===== config.mk =====
export PLATFORM = sky130hd
export DESIGN_NAME = quadrature_speed_estimator
export DESIGN_NICKNAME = d
export VERILOG_FILES = /design/src/rtl/core/qse_pkg.sv /design/src/rtl/core/qse_divider.sv /design/src/rtl/core/qse_mac.sv /design/src/rtl/core/quadrature_speed_estimator.sv
export SDC_FILE = /design/constraint.sdc
export NUM_CORES = 2
export LEC_CHECK = 0
export ABC_AREA = 1
export BUFFER_PORTS_ARGS = -buffer_cell sky130_fd_sc_hd__buf_2
export CORE_MARGIN = 2
export CORE_UTILIZATION = 46
export CTS_CLUSTER_SIZE = 8
export DETAILED_ROUTE_END_ITERATION = 8
export SYNTH_ARGS = -nofsm -noshare
export SYNTH_HDL_FRONTEND = slang
export SYNTH_SLANG_ARGS = --single-unit

===== constraint.sdc =====
create_clock -name clock -period 10.75 [get_ports clock]
set_clock_uncertainty 0.05 [all_clocks]
set_input_delay 1.6125 -clock clock [delete_from_list [all_inputs] [get_ports clock]]
set_output_delay 1.6125 -clock clock [all_outputs]
set_load 0.01 [all_outputs]

===== src/rtl/core/qse_pkg.sv =====
// qse_pkg: types, constants and handshake structs of the quadrature speed estimator
// used by qse_divider, qse_mac and quadrature_speed_estimator; no dependencies

package qse_pkg;

   localparam int DIVIDEND_W = 42;
   localparam int DIVISOR_W  = 32;
   localparam int COEF_W     = 16;
   localparam int SPEED_W    = 48;
   localparam int COUNT_W    = 32;
   localparam int TIME_W     = 32;
   localparam int RATE_W     = 21;
   localparam int CSR_IDX_W  = 8;
   localparam int CSR_DATA_W = 32;

   localparam logic OP_EDGE = 1'b0;
   localparam logic OP_TICK = 1'b1;

   localparam logic [DIVIDEND_W-1:0] RATE_NUMERATOR = DIVIDEND_W'(1000000);

   localparam logic [COEF_W-1:0] CPR_RESET   = 16'd1024;
   localparam logic [TIME_W-1:0] STALL_RESET = 32'd153846;
   localparam logic [COEF_W-1:0] POLE_RESET  = 16'd55968;
   localparam logic [COEF_W-1:0] ZERO_RESET  = 16'd4771;

   typedef enum logic [CSR_IDX_W-1:0] {
      CSR_COUNTS_PER_REV = 8'd0,
      CSR_STALL_TIMEOUT  = 8'd1,
      CSR_POLE_COEF      = 8'd2,
      CSR_ZERO_COEF      = 8'd3
   } csr_index_type;

   typedef enum logic [3:0] {
      ST_IDLE,
      ST_ELAPSED,
      ST_EDGE,
      ST_DIV_RATE,
      ST_STALL,
      ST_SCALE,
      ST_DIV_RPM,
      ST_F1_GO,
      ST_F1_WAIT,
      ST_F2_GO,
      ST_F2_WAIT,
      ST_F3_GO,
      ST_F3_WAIT,
      ST_RESULT
   } state_type;

   typedef enum logic [1:0] {
      STEP_NONE,
      STEP_UP,
      STEP_DOWN
   } step_dir_type;

   typedef struct packed {
      logic                  start;
      logic [DIVIDEND_W-1:0] dividend;
      logic [DIVISOR_W-1:0]  divisor;
   } div_req_type;

   typedef struct packed {
      logic                  done;
      logic [DIVIDEND_W-1:0] quotient;
   } div_rsp_type;

   typedef struct packed {
      logic                      start;
      logic signed [SPEED_W-1:0] fb;
      logic signed [SPEED_W-1:0] x;
      logic signed [SPEED_W-1:0] x_prev;
      logic [COEF_W-1:0]         pole;
      logic [COEF_W-1:0]         zero;
   } mac_req_type;

   typedef struct packed {
      logic                      done;
      logic signed [SPEED_W-1:0] result;
   } mac_rsp_type;

endpackage


===== src/rtl/core/qse_divider.sv =====
// qse_divider: restoring unsigned divider, one quotient bit per cycle
// depends on qse_pkg for widths and the request/response structs

module qse_divider (
   input  logic                clock,
   input  logic                reset,
   input  qse_pkg::div_req_type div_req,
   output qse_pkg::div_rsp_type div_rsp
);
   import qse_pkg::*;

   localparam int CNT_W = $clog2(DIVIDEND_W + 1);

   logic                  busy_ff, busy_in;
   logic                  done_ff, done_in;
   logic [CNT_W-1:0]      cnt_ff, cnt_in;
   logic [DIVISOR_W-1:0]  rem_ff, rem_in;
   logic [DIVIDEND_W-1:0] quot_ff, quot_in;
   logic [DIVISOR_W-1:0]  dvsr_ff, dvsr_in;

   logic [DIVISOR_W:0]   shifted;
   logic [DIVISOR_W+1:0] diff;
   logic                 fits;

   assign shifted = {rem_ff, quot_ff[DIVIDEND_W-1]};
   assign diff    = {1'b0, shifted} - {2'b00, dvsr_ff};
   assign fits    = ~diff[DIVISOR_W+1];

   always_comb begin
      busy_in = busy_ff;
      done_in = 1'b0;
      cnt_in  = cnt_ff;
      rem_in  = rem_ff;
      quot_in = quot_ff;
      dvsr_in = dvsr_ff;
      if (div_req.start) begin
         busy_in = 1'b1;
         cnt_in  = CNT_W'(DIVIDEND_W);
         rem_in  = '0;
         quot_in = div_req.dividend;
         dvsr_in = div_req.divisor;
      end else if (busy_ff) begin
         rem_in  = fits ? diff[DIVISOR_W-1:0] : shifted[DIVISOR_W-1:0];
         quot_in = {quot_ff[DIVIDEND_W-2:0], fits};
         cnt_in  = cnt_ff - CNT_W'(1);
         if (cnt_ff == CNT_W'(1)) begin
            busy_in = 1'b0;
            done_in = 1'b1;
         end
      end
   end

   always_ff @(posedge clock) begin
      if (reset) begin
         busy_ff <= 1'b0;
         done_ff <= 1'b0;
         cnt_ff  <= '0;
      end else begin
         busy_ff <= busy_in;
         done_ff <= done_in;
         cnt_ff  <= cnt_in;
      end
      rem_ff  <= rem_in;
      quot_ff <= quot_in;
      dvsr_ff <= dvsr_in;
   end

   assign div_rsp.done     = done_ff;
   assign div_rsp.quotient = quot_ff;

endmodule


===== src/rtl/core/qse_mac.sv =====
// qse_mac: filter stage, floor((fb*pole + x*zero + x_prev*zero) / 2^16) saturated to 48 bits
// one 25x17 multiply per cycle over six half-word partial products; depends on qse_pkg

module qse_mac (
   input  logic                clock,
   input  logic                reset,
   input  qse_pkg::mac_req_type mac_req,
   output qse_pkg::mac_rsp_type mac_rsp
);
   import qse_pkg::*;

   localparam int HALF_W  = SPEED_W / 2;
   localparam int MUL_A_W = HALF_W + 1;
   localparam int MUL_B_W = COEF_W + 1;
   localparam int PROD_W  = MUL_A_W + MUL_B_W;
   localparam int ACC_W   = SPEED_W + COEF_W + 4;
   localparam int TOP_W   = ACC_W - (SPEED_W + COEF_W - 1);
   localparam logic [2:0] LAST_PROD = 3'd5;
   localparam logic [2:0] LAST_ACC  = 3'd6;
   localparam logic [2:0] FINISH    = 3'd7;

   logic                      busy_ff, busy_in;
   logic                      done_ff, done_in;
   logic [2:0]                phase_ff, phase_in;
   logic signed [SPEED_W-1:0] fb_ff, fb_in;
   logic signed [SPEED_W-1:0] x_ff, x_in;
   logic signed [SPEED_W-1:0] xp_ff, xp_in;
   logic [COEF_W-1:0]         pole_ff, pole_in;
   logic [COEF_W-1:0]         zero_ff, zero_in;
   logic signed [PROD_W-1:0]  prod_ff, prod_in;
   logic                      prod_hi_ff, prod_hi_in;
   logic signed [ACC_W-1:0]   acc_ff, acc_in;
   logic signed [SPEED_W-1:0] result_ff, result_in;

   logic [SPEED_W-1:0]        operand;
   logic [COEF_W-1:0]         coef;
   logic signed [MUL_A_W-1:0] mul_a;
   logic signed [MUL_B_W-1:0] mul_b;
   logic signed [ACC_W-1:0]   prod_ext;
   logic [TOP_W-1:0]          acc_top;

   always_comb begin
      case (phase_ff[2:1])
         2'd0: begin
            operand = fb_ff;
            coef    = pole_ff;
         end
         2'd1: begin
            operand = x_ff;
            coef    = zero_ff;
         end
         2'd2: begin
            operand = xp_ff;
            coef    = zero_ff;
         end
         default: begin
            operand = '0;
            coef    = '0;
         end
      endcase
      mul_a = phase_ff[0] ? {operand[SPEED_W-1], operand[SPEED_W-1:HALF_W]}
                          : {1'b0, operand[HALF_W-1:0]};
      mul_b = {1'b0, coef};
   end

   always_comb begin
      prod_ext = {{(ACC_W-PROD_W){prod_ff[PROD_W-1]}}, prod_ff};
      if (prod_hi_ff) begin
         prod_ext = {prod_ext[ACC_W-HALF_W-1:0], {HALF_W{1'b0}}};
      end
   end

   assign acc_top = acc_ff[ACC_W-1:SPEED_W+COEF_W-1];

   always_comb begin
      busy_in    = busy_ff;
      done_in    = 1'b0;
      phase_in   = phase_ff;
      fb_in      = fb_ff;
      x_in       = x_ff;
      xp_in      = xp_ff;
      pole_in    = pole_ff;
      zero_in    = zero_ff;
      prod_in    = prod_ff;
      prod_hi_in = prod_hi_ff;
      acc_in     = acc_ff;
      result_in  = result_ff;
      if (mac_req.start) begin
         busy_in  = 1'b1;
         phase_in = '0;
         fb_in    = mac_req.fb;
         x_in     = mac_req.x;
         xp_in    = mac_req.x_prev;
         pole_in  = mac_req.pole;
         zero_in  = mac_req.zero;
         acc_in   = '0;
      end else if (busy_ff) begin
         phase_in = phase_ff + 3'd1;
         if (phase_ff <= LAST_PROD) begin
            prod_in    = mul_a * mul_b;
            prod_hi_in = phase_ff[0];
         end
         if (phase_ff != 3'd0 && phase_ff <= LAST_ACC) begin
            acc_in = acc_ff + prod_ext;
         end
         if (phase_ff == FINISH) begin
            busy_in = 1'b0;
            done_in = 1'b1;
            if (acc_top == '0 || acc_top == '1) begin
               result_in = acc_ff[SPEED_W+COEF_W-1:COEF_W];
            end else if (acc_ff[ACC_W-1]) begin
               result_in = {1'b1, {(SPEED_W-1){1'b0}}};
            end else begin
               result_in = {1'b0, {(SPEED_W-1){1'b1}}};
            end
         end
      end
   end

   always_ff @(posedge clock) begin
      if (reset) begin
         busy_ff  <= 1'b0;
         done_ff  <= 1'b0;
         phase_ff <= '0;
      end else begin
         busy_ff  <= busy_in;
         done_ff  <= done_in;
         phase_ff <= phase_in;
      end
      fb_ff      <= fb_in;
      x_ff       <= x_in;
      xp_ff      <= xp_in;
      pole_ff    <= pole_in;
      zero_ff    <= zero_in;
      prod_ff    <= prod_in;
      prod_hi_ff <= prod_hi_in;
      acc_ff     <= acc_in;
      result_ff  <= result_in;
   end

   assign mac_rsp.done   = done_ff;
   assign mac_rsp.result = result_ff;

endmodule


===== src/rtl/core/quadrature_speed_estimator.sv =====
// quadrature_speed_estimator: quadrature decode, period velocity and three-stage rpm filter
// an edge beat runs elapsed time, decode and the rate divide; a tick beat runs elapsed
// time, stall check, scaling, the rpm divide and three filter passes; both divides use
// the 42-step serial divider; one beat in work at a time, taken while the last result waits
// synchronous active-high reset clears position, timing, rate and filter state
// and loads the register defaults; depends on qse_pkg, qse_divider and qse_mac

module quadrature_speed_estimator (
   input  logic                              clock,
   input  logic                              reset,
   input  logic                              req_tvalid,
   output logic                              req_tready,
   input  logic [39:0]                       req_tdata,  // pin_a, pin_b, time_us[31:0]
   input  logic                              req_tuser,  // op
   output logic                              rsp_tvalid,
   input  logic                              rsp_tready,
   // position_count[31:0], filtered_rpm[47:0], edge_rate[20:0]
   output logic [103:0]                      rsp_tdata,
   output logic                              rsp_tuser,  // bad_transition
   input  logic                              csr_valid,
   output logic                              csr_ready,
   input  logic [qse_pkg::CSR_IDX_W-1:0]     csr_index,
   input  logic [qse_pkg::CSR_DATA_W-1:0]    csr_data
);
   import qse_pkg::*;

   localparam int RSP_W = 104;
   localparam logic signed [RATE_W-1:0] RATE_MAX = 21'sd1000000;

   state_type state_ff, state_in;

   logic                      op_ff, op_in;
   logic [1:0]                pins_ff, pins_in;
   logic [TIME_W-1:0]         time_ff, time_in;
   logic [1:0]                last_pins_ff, last_pins_in;
   logic signed [COUNT_W-1:0] count_ff, count_in;
   logic [TIME_W-1:0]         last_edge_ff, last_edge_in;
   logic [TIME_W-1:0]         elapsed_ff, elapsed_in;
   logic signed [RATE_W-1:0]  edge_rate_ff, edge_rate_in;
   step_dir_type              step_ff, step_in;
   logic                      bad_ff, bad_in;
   logic signed [SPEED_W-1:0] raw_ff, raw_in;
   logic signed [SPEED_W-1:0] prev_raw_ff, prev_raw_in;
   logic signed [SPEED_W-1:0] stage_one_ff, stage_one_in;
   logic signed [SPEED_W-1:0] prev_stage_one_ff, prev_stage_one_in;
   logic signed [SPEED_W-1:0] stage_two_ff, stage_two_in;
   logic signed [SPEED_W-1:0] prev_stage_two_ff, prev_stage_two_in;
   logic signed [SPEED_W-1:0] speed_ff, speed_in;
   logic [COEF_W-1:0]         cpr_ff, cpr_in;
   logic [TIME_W-1:0]         stall_ff, stall_in;
   logic [COEF_W-1:0]         pole_ff, pole_in;
   logic [COEF_W-1:0]         zero_ff, zero_in;
   logic                      rsp_valid_ff, rsp_valid_in;
   logic [RSP_W-1:0]          rsp_data_ff, rsp_data_in;
   logic                      rsp_user_ff, rsp_user_in;

   logic        req_accept;
   logic        rsp_load;
   div_req_type div_req;
   div_rsp_type div_rsp;
   mac_req_type mac_req;
   mac_rsp_type mac_rsp;

   logic [RATE_W-1:0]         abs_rate;
   logic [25:0]               mag60;
   logic signed [RATE_W-1:0]  q_rate;
   logic signed [SPEED_W-1:0] q_speed;

   function automatic step_dir_type decode_step(input logic [3:0] code);
      step_dir_type dir;
      case (code) inside
         4'b1101, 4'b0100, 4'b0010, 4'b1011: dir = STEP_UP;
         4'b1110, 4'b0111, 4'b0001, 4'b1000: dir = STEP_DOWN;
         default:                            dir = STEP_NONE;
      endcase
      return dir;
   endfunction

   qse_divider u_divider (
      .clock   (clock),
      .reset   (reset),
      .div_req (div_req),
      .div_rsp (div_rsp)
   );

   qse_mac u_mac (
      .clock   (clock),
      .reset   (reset),
      .mac_req (mac_req),
      .mac_rsp (mac_rsp)
   );

   assign req_accept = req_tvalid & req_tready;
   assign csr_ready  = 1'b1;

   assign abs_rate = edge_rate_ff[RATE_W-1] ? RATE_W'(-edge_rate_ff) : edge_rate_ff;
   assign mag60    = {abs_rate[19:0], 6'b0} - {4'b0, abs_rate[19:0], 2'b0};
   assign q_rate   = div_rsp.quotient[RATE_W-1:0];
   assign q_speed  = {{(SPEED_W-DIVIDEND_W){1'b0}}, div_rsp.quotient};

   // next state
   always_comb begin
      state_in = state_ff;
      unique case (state_ff)
         ST_IDLE:     if (req_accept) state_in = ST_ELAPSED;
         ST_ELAPSED:  state_in = (op_ff == OP_TICK) ? ST_STALL : ST_EDGE;
         ST_EDGE:     state_in = ST_DIV_RATE;
         ST_DIV_RATE: if (div_rsp.done) state_in = ST_RESULT;
         ST_STALL:    state_in = ST_SCALE;
         ST_SCALE:    state_in = ST_DIV_RPM;
         ST_DIV_RPM:  if (div_rsp.done) state_in = ST_F1_GO;
         ST_F1_GO:    state_in = ST_F1_WAIT;
         ST_F1_WAIT:  if (mac_rsp.done) state_in = ST_F2_GO;
         ST_F2_GO:    state_in = ST_F2_WAIT;
         ST_F2_WAIT:  if (mac_rsp.done) state_in = ST_F3_GO;
         ST_F3_GO:    state_in = ST_F3_WAIT;
         ST_F3_WAIT:  if (mac_rsp.done) state_in = ST_RESULT;
         ST_RESULT:   if (rsp_load) state_in = ST_IDLE;
         default:     state_in = ST_IDLE;
      endcase
   end

   // control outputs
   always_comb begin
      req_tready       = 1'b0;
      rsp_load         = 1'b0;
      div_req.start    = 1'b0;
      div_req.dividend = RATE_NUMERATOR;
      div_req.divisor  = (elapsed_ff == '0) ? DIVISOR_W'(1) : elapsed_ff;
      mac_req.start    = 1'b0;
      mac_req.fb       = stage_one_ff;
      mac_req.x        = raw_ff;
      mac_req.x_prev   = prev_raw_ff;
      mac_req.pole     = pole_ff;
      mac_req.zero     = zero_ff;
      unique case (state_ff) inside
         ST_IDLE: req_tready = 1'b1;
         ST_EDGE: div_req.start = 1'b1;
         ST_SCALE: begin
            div_req.start    = 1'b1;
            div_req.dividend = {mag60, {COEF_W{1'b0}}};
            div_req.divisor  = {{(DIVISOR_W-COEF_W){1'b0}},
                                (cpr_ff == '0) ? COEF_W'(1) : cpr_ff};
         end
         ST_F1_GO: mac_req.start = 1'b1;
         ST_F2_GO, ST_F2_WAIT: begin
            mac_req.start  = (state_ff == ST_F2_GO);
            mac_req.fb     = stage_two_ff;
            mac_req.x      = stage_one_ff;
            mac_req.x_prev = prev_stage_one_ff;
         end
         ST_F3_GO, ST_F3_WAIT: begin
            mac_req.start  = (state_ff == ST_F3_GO);
            mac_req.fb     = speed_ff;
            mac_req.x      = stage_two_ff;
            mac_req.x_prev = prev_stage_two_ff;
         end
         ST_RESULT: rsp_load = ~rsp_valid_ff | rsp_tready;
         default: ;
      endcase
   end

   // datapath
   always_comb begin
      op_in             = op_ff;
      pins_in           = pins_ff;
      time_in           = time_ff;
      last_pins_in      = last_pins_ff;
      count_in          = count_ff;
      last_edge_in      = last_edge_ff;
      elapsed_in        = elapsed_ff;
      edge_rate_in      = edge_rate_ff;
      step_in           = step_ff;
      bad_in            = bad_ff;
      raw_in            = raw_ff;
      prev_raw_in       = prev_raw_ff;
      stage_one_in      = stage_one_ff;
      prev_stage_one_in = prev_stage_one_ff;
      stage_two_in      = stage_two_ff;
      prev_stage_two_in = prev_stage_two_ff;
      speed_in          = speed_ff;
      rsp_data_in       = rsp_data_ff;
      rsp_user_in       = rsp_user_ff;

      if (req_accept) begin
         op_in   = req_tuser;
         pins_in = {req_tdata[0], req_tdata[1]};
         time_in = req_tdata[TIME_W+1:2];
         bad_in  = 1'b0;
      end

      unique case (state_ff)
         ST_ELAPSED: elapsed_in = time_ff - last_edge_ff;
         ST_EDGE: begin
            step_in      = decode_step({last_pins_ff, pins_ff});
            bad_in       = (step_in == STEP_NONE);
            last_pins_in = pins_ff;
            last_edge_in = time_ff;
            if (step_in == STEP_UP) begin
               count_in = count_ff + 32'sd1;
            end else if (step_in == STEP_DOWN) begin
               count_in = count_ff - 32'sd1;
            end
         end
         ST_DIV_RATE: begin
            if (div_rsp.done) begin
               unique case (step_ff)
                  STEP_UP:   edge_rate_in = q_rate;
                  STEP_DOWN: edge_rate_in = -q_rate;
                  default:   edge_rate_in = '0;
               endcase
            end
         end
         ST_STALL: if (elapsed_ff > stall_ff) edge_rate_in = '0;
         ST_DIV_RPM: begin
            if (div_rsp.done) begin
               raw_in = edge_rate_ff[RATE_W-1] ? -q_speed : q_speed;
            end
         end
         ST_F1_WAIT: if (mac_rsp.done) stage_one_in = mac_rsp.result;
         ST_F2_WAIT: if (mac_rsp.done) stage_two_in = mac_rsp.result;
         ST_F3_WAIT: begin
            if (mac_rsp.done) begin
               speed_in          = mac_rsp.result;
               prev_raw_in       = raw_ff;
               prev_stage_one_in = stage_one_ff;
               prev_stage_two_in = stage_two_ff;
            end
         end
         ST_RESULT: begin
            if (rsp_load) begin
               rsp_data_in = {3'b000, edge_rate_ff, speed_ff, count_ff};
               rsp_user_in = bad_ff;
            end
         end
         default: ;
      endcase

      rsp_valid_in = rsp_valid_ff;
      if (rsp_load) begin
         rsp_valid_in = 1'b1;
      end else if (rsp_tready) begin
         rsp_valid_in = 1'b0;
      end
   end

   // register file
   always_comb begin
      cpr_in   = cpr_ff;
      stall_in = stall_ff;
      pole_in  = pole_ff;
      zero_in  = zero_ff;
      if (csr_valid) begin
         unique case (csr_index)
            CSR_COUNTS_PER_REV: cpr_in   = csr_data[COEF_W-1:0];
            CSR_STALL_TIMEOUT:  stall_in = csr_data[TIME_W-1:0];
            CSR_POLE_COEF:      pole_in  = csr_data[COEF_W-1:0];
            CSR_ZERO_COEF:      zero_in  = csr_data[COEF_W-1:0];
            default: ;
         endcase
      end
   end

   always_ff @(posedge clock) begin
      if (reset) begin
         state_ff          <= ST_IDLE;
         last_pins_ff      <= '0;
         count_ff          <= '0;
         last_edge_ff      <= '0;
         edge_rate_ff      <= '0;
         prev_raw_ff       <= '0;
         stage_one_ff      <= '0;
         prev_stage_one_ff <= '0;
         stage_two_ff      <= '0;
         prev_stage_two_ff <= '0;
         speed_ff          <= '0;
         cpr_ff            <= CPR_RESET;
         stall_ff          <= STALL_RESET;
         pole_ff           <= POLE_RESET;
         zero_ff           <= ZERO_RESET;
         rsp_valid_ff      <= 1'b0;
      end else begin
         state_ff          <= state_in;
         last_pins_ff      <= last_pins_in;
         count_ff          <= count_in;
         last_edge_ff      <= last_edge_in;
         edge_rate_ff      <= edge_rate_in;
         prev_raw_ff       <= prev_raw_in;
         stage_one_ff      <= stage_one_in;
         prev_stage_one_ff <= prev_stage_one_in;
         stage_two_ff      <= stage_two_in;
         prev_stage_two_ff <= prev_stage_two_in;
         speed_ff          <= speed_in;
         cpr_ff            <= cpr_in;
         stall_ff          <= stall_in;
         pole_ff           <= pole_in;
         zero_ff           <= zero_in;
         rsp_valid_ff      <= rsp_valid_in;
      end
      op_ff       <= op_in;
      pins_ff     <= pins_in;
      time_ff     <= time_in;
      elapsed_ff  <= elapsed_in;
      step_ff     <= step_in;
      bad_ff      <= bad_in;
      raw_ff      <= raw_in;
      rsp_data_ff <= rsp_data_in;
      rsp_user_ff <= rsp_user_in;
   end

   assign rsp_tvalid = rsp_valid_ff;
   assign rsp_tdata  = rsp_data_ff;
   assign rsp_tuser  = rsp_user_ff;

   a_div_done_waited: assert property (@(posedge clock) disable iff (reset)
      div_rsp.done |-> (state_ff == ST_DIV_RATE || state_ff == ST_DIV_RPM))
      else $error("divider finished outside a divide wait state");

   a_mac_done_waited: assert property (@(posedge clock) disable iff (reset)
      mac_rsp.done |-> (state_ff == ST_F1_WAIT || state_ff == ST_F2_WAIT ||
                        state_ff == ST_F3_WAIT))
      else $error("filter stage finished outside a filter wait state");

   a_count_only_on_edge: assert property (@(posedge clock) disable iff (reset)
      (count_ff != $past(count_ff)) |-> ($past(state_ff) == ST_EDGE))
      else $error("position count moved outside edge decode");

   a_rate_bounded: assert property (@(posedge clock) disable iff (reset)
      (edge_rate_ff <= RATE_MAX) && (edge_rate_ff >= -RATE_MAX))
      else $error("edge rate out of range");

   a_one_beat_in_work: assert property (@(posedge clock) disable iff (reset)
      req_accept |=> !req_tready)
      else $error("second beat taken while one is in work");

endmodule


==> results.toml <==
[status]
status = "finished, final reports clean"

[clock_network]
hold_buffers = 0
clock-sinks = 1134
path_clk_slew_ps = 60
cts_setup_buffers = 0
max-clock-path-buffers = 3
cts_tree = "yes"
cts_root_buffer = "clkbuf_16"
ctsResizeCount = 0
h-tree-depth = 4
numCtsBuffers = 163
clk_latency_ps = 810

[grt]
grtUsageTotal_pct = 28.4
grt_pass1_wl_mm = 353
grt_overflow_total = 0
grt_max_degree = 227
antenna_found_initial = 17
grt_pass1_vias = 59712

[pwr]
pwr-share-clk_pct = 19.2
combPwrFrac_pct = 57.3
p_total_uw = 25700
p_leak_uw = 0.0344
cell_internal_pwr_uw = 13400
p_per_area_mw_per_mm2 = 322
switching_share_pct = 48.1
irDropWorstVdd_mv = 0.474
seqPwrFrac_pct = 23.5
p_sw_uw = 12400

[sta]
slew-limit-headroom_pct = 17.1
fin_setup_tns_ps = 0
setup_ws_ps = 1780
hold_viol = 0
finalCritPeriodShare_pct = 83.5
fmax_mhz = 111
setup_viol = 0
worst-slew-pin-transition_ps = 1240
rsz0062_at_grt = "no"
period_needed_ps = 8970
finalMaxSlewViolations = 0

[floorplan]
die_y_um = 401
num_io_pins = 194
die_width_um = 401
rows = 145
dieArea_mm2 = 0.161
start_util_pct = 46.3
core_area_mm2 = 0.156

[detailed_routing]
vias = 61255
wl_mm = 231
wl_per_cell_um = 20.7
vias_per_cell = 5.50
ant_nets = 0
first_pass_iters = 6
drc = 0
drt_iter0_drc = 5062

[synth]
ys_types = 72
synth_top_family_by_area = "simple AND/OR/NAND/NOR gates"
synth_compound_area_share_pct = 14.7
syn_inst = 8893
yosysTopAreaCell = "edfxtp_1"
ys_ff_latch = 1134
synth_area_mm2 = 0.0724
synthTopCellsByArea = "edfxtp_1, dfxtp_1, fa_1"
synth-edff-count = 561
synth_fa_ha_area_share_pct = 16.6
synth-simple-area-share_pct = 17.5
yosysMostFrequentCell = "nand2_1"
synthTopCellsByCount = "nand2_1, inv_1, nor2_1"
yosysSeqAreaShare_pct = 39.1
synth_mux_area_share_pct = 0
synth-async-reset-ratio_pct = 0
syn_area_per_cell_um2 = 8.14
synth_warnings = 0
yosysTopAreaCellShare_pct = 23.3
ys.flop_type = "dfxtp_1"
synth-xor-area-share_pct = 2.20

[placement]
place_ws_ps = 1930
hpwl_mm = 169
portBuffers = 183
dp_cells = 10845
gp_congestion = 0.976

[layout]
utilization_pct = 51.2
drive_gt1_share_pct = 5.94
finalNetCount = 9759
n_fill_cell = 15002
area_delta_synth_final_pct = 10.5
final_cells = 11145

[worst_setup_path]
cp-start-kind = "flip-flop"
ff2ff_path_depth = 29
crit_path_frequent_cell = "inv_1"
required_ps = 11220
critPathMaxFanout = 33
crit_arrival_ps = 9450
end_kind = "flip-flop"
path_class = "flip-flop to flip-flop"
crit_slowest_cell = "ha_2"
slowest_delay_ps = 910

[hold_path]
hold_path_class = "flip-flop to flip-flop"
min_path_cells = 0

[flow_run]
max_cap_viol_count = 0
## logic make-up after synthesis
group	count (synthesis)
simple gates	3078
buf+inv	1888
other cells	2
fa+ha+maj	721
compound gates	1888
xor+xnor	182
flops	1134
## path summary, 6_finish.rpt
path / slack (ps) / start / to
max reg2reg: 1780 / u_mac.phase_ff[2] / u_mac.prod_ff[35]
max: 1780 / u_mac.phase_ff[2] / u_mac.prod_ff[35]
min reg2reg: 360 / zero_ff[10] / u_mac.zero_ff[10]
min: 360 / zero_ff[10] / u_mac.zero_ff[10]
## stage by stage
stage                     area (µm²)  hold slack [ps]
after detailed placement       75100              365
after global routing           80000              376
final                          80000              363
after floorplan                72400              350
after CTS                      80000              362
after global placement         75100              363
## critical path: cells and delay by family (launching register included)
| family | cells | cell delay, ps |
|---|---|---|
| xor gates and xnor gates | 1 | 230 |
| adders and majority gates | 8 | 4100 |
| AOI/OAI and AO/OA | 5 | 1270 |
| buffers and inverters | 10 | 1470 |
| DFF | 1 | 370 |
| and+or+nand+nor | 5 | 1180 |
## sequential cells by signal (all words and copies together), names as in the netlist, 42 cells and up
signal / flops
prev_stage_two_ff: 48
stage_one_ff: 48
u_mac.prod_ff: 42
u_mac.x_ff: 48
u_mac.acc_ff: 68
u_divider.quot_ff: 42
raw_ff: 48
speed_ff: 48
u_mac.result_ff: 48
stage_two_ff: 48
u_mac.fb_ff: 48
rsp_tdata: 101
prev_stage_one_ff: 48
prev_raw_ff: 48
u_mac.xp_ff: 48
## power groups by stage
stage               logic, µW  clock network, µW  registers, µW
floorplan               10300                  0           5980
global placement        14600                  0           6120
detailed placement      14600                  0           6130
CTS                     14700               5010           6050
global route            16600               5190           6110
finish                  14700               4930           6050
## area by class of cell
cell class | instances | area (µm²) | area share (%)
well taps | 2058 | 2570 | 3.22
clock buffers | 272 | 4510 | 5.64
diodes | 7 | 17.5 | 0.0219
clock inverters | 21 | 404 | 0.505
multi-input cells | 5873 | 37000 | 46.2
repair buffers | 249 | 1440 | 1.80
flip-flops and latches | 1134 | 28300 | 35.4
inverters | 1531 | 5760 | 7.21
## layout by cell type (no fill, tap or decap), drive strengths merged, types with 3 or more instances in the layout
| cell | instances |
|---|---|
| a21boi | 11 |
| or2 | 17 |
| o21bai | 27 |
| xor2 | 132 |
| inv | 1525 |
| o22ai | 16 |
| fa | 395 |
| o41ai | 3 |
| o211ai | 44 |
| nand3b | 7 |
| nor2 | 834 |
| dfxtp | 573 |
| a21oi | 771 |
| a31oi | 35 |
| o221ai | 145 |
| edfxtp | 561 |
| o2111ai | 4 |
| buf | 249 |
| a22oi | 3 |
| clkinv | 25 |
| o31ai | 3 |
| o21a | 11 |
| nand4 | 47 |
| a22o | 16 |
| nand2 | 1643 |
| xnor2 | 50 |
| a221oi | 7 |
| o21ai | 745 |
| ha | 326 |
| nand3 | 436 |
| clkbuf | 272 |
| nor4 | 30 |
| conb | 4 |
| nor3 | 52 |
| a21o | 41 |
| diode | 7 |
| and2 | 5 |
## metal layers
layer / vias up / wire length, µm / track usage, % / part of all wire (%)
met5: - / 123 / 0 / 0.053
met4: 22 / 8050 / 9.88 / 3.5
met3: 404 / 16800 / 4.74 / 7.3
met2: 2153 / 106000 / 45.8 / 46
met1: 29536 / 100000 / 38.6 / 43
li1: 29140 / - / - / -
Note: power is estimated with default switching activity, not from simulation.
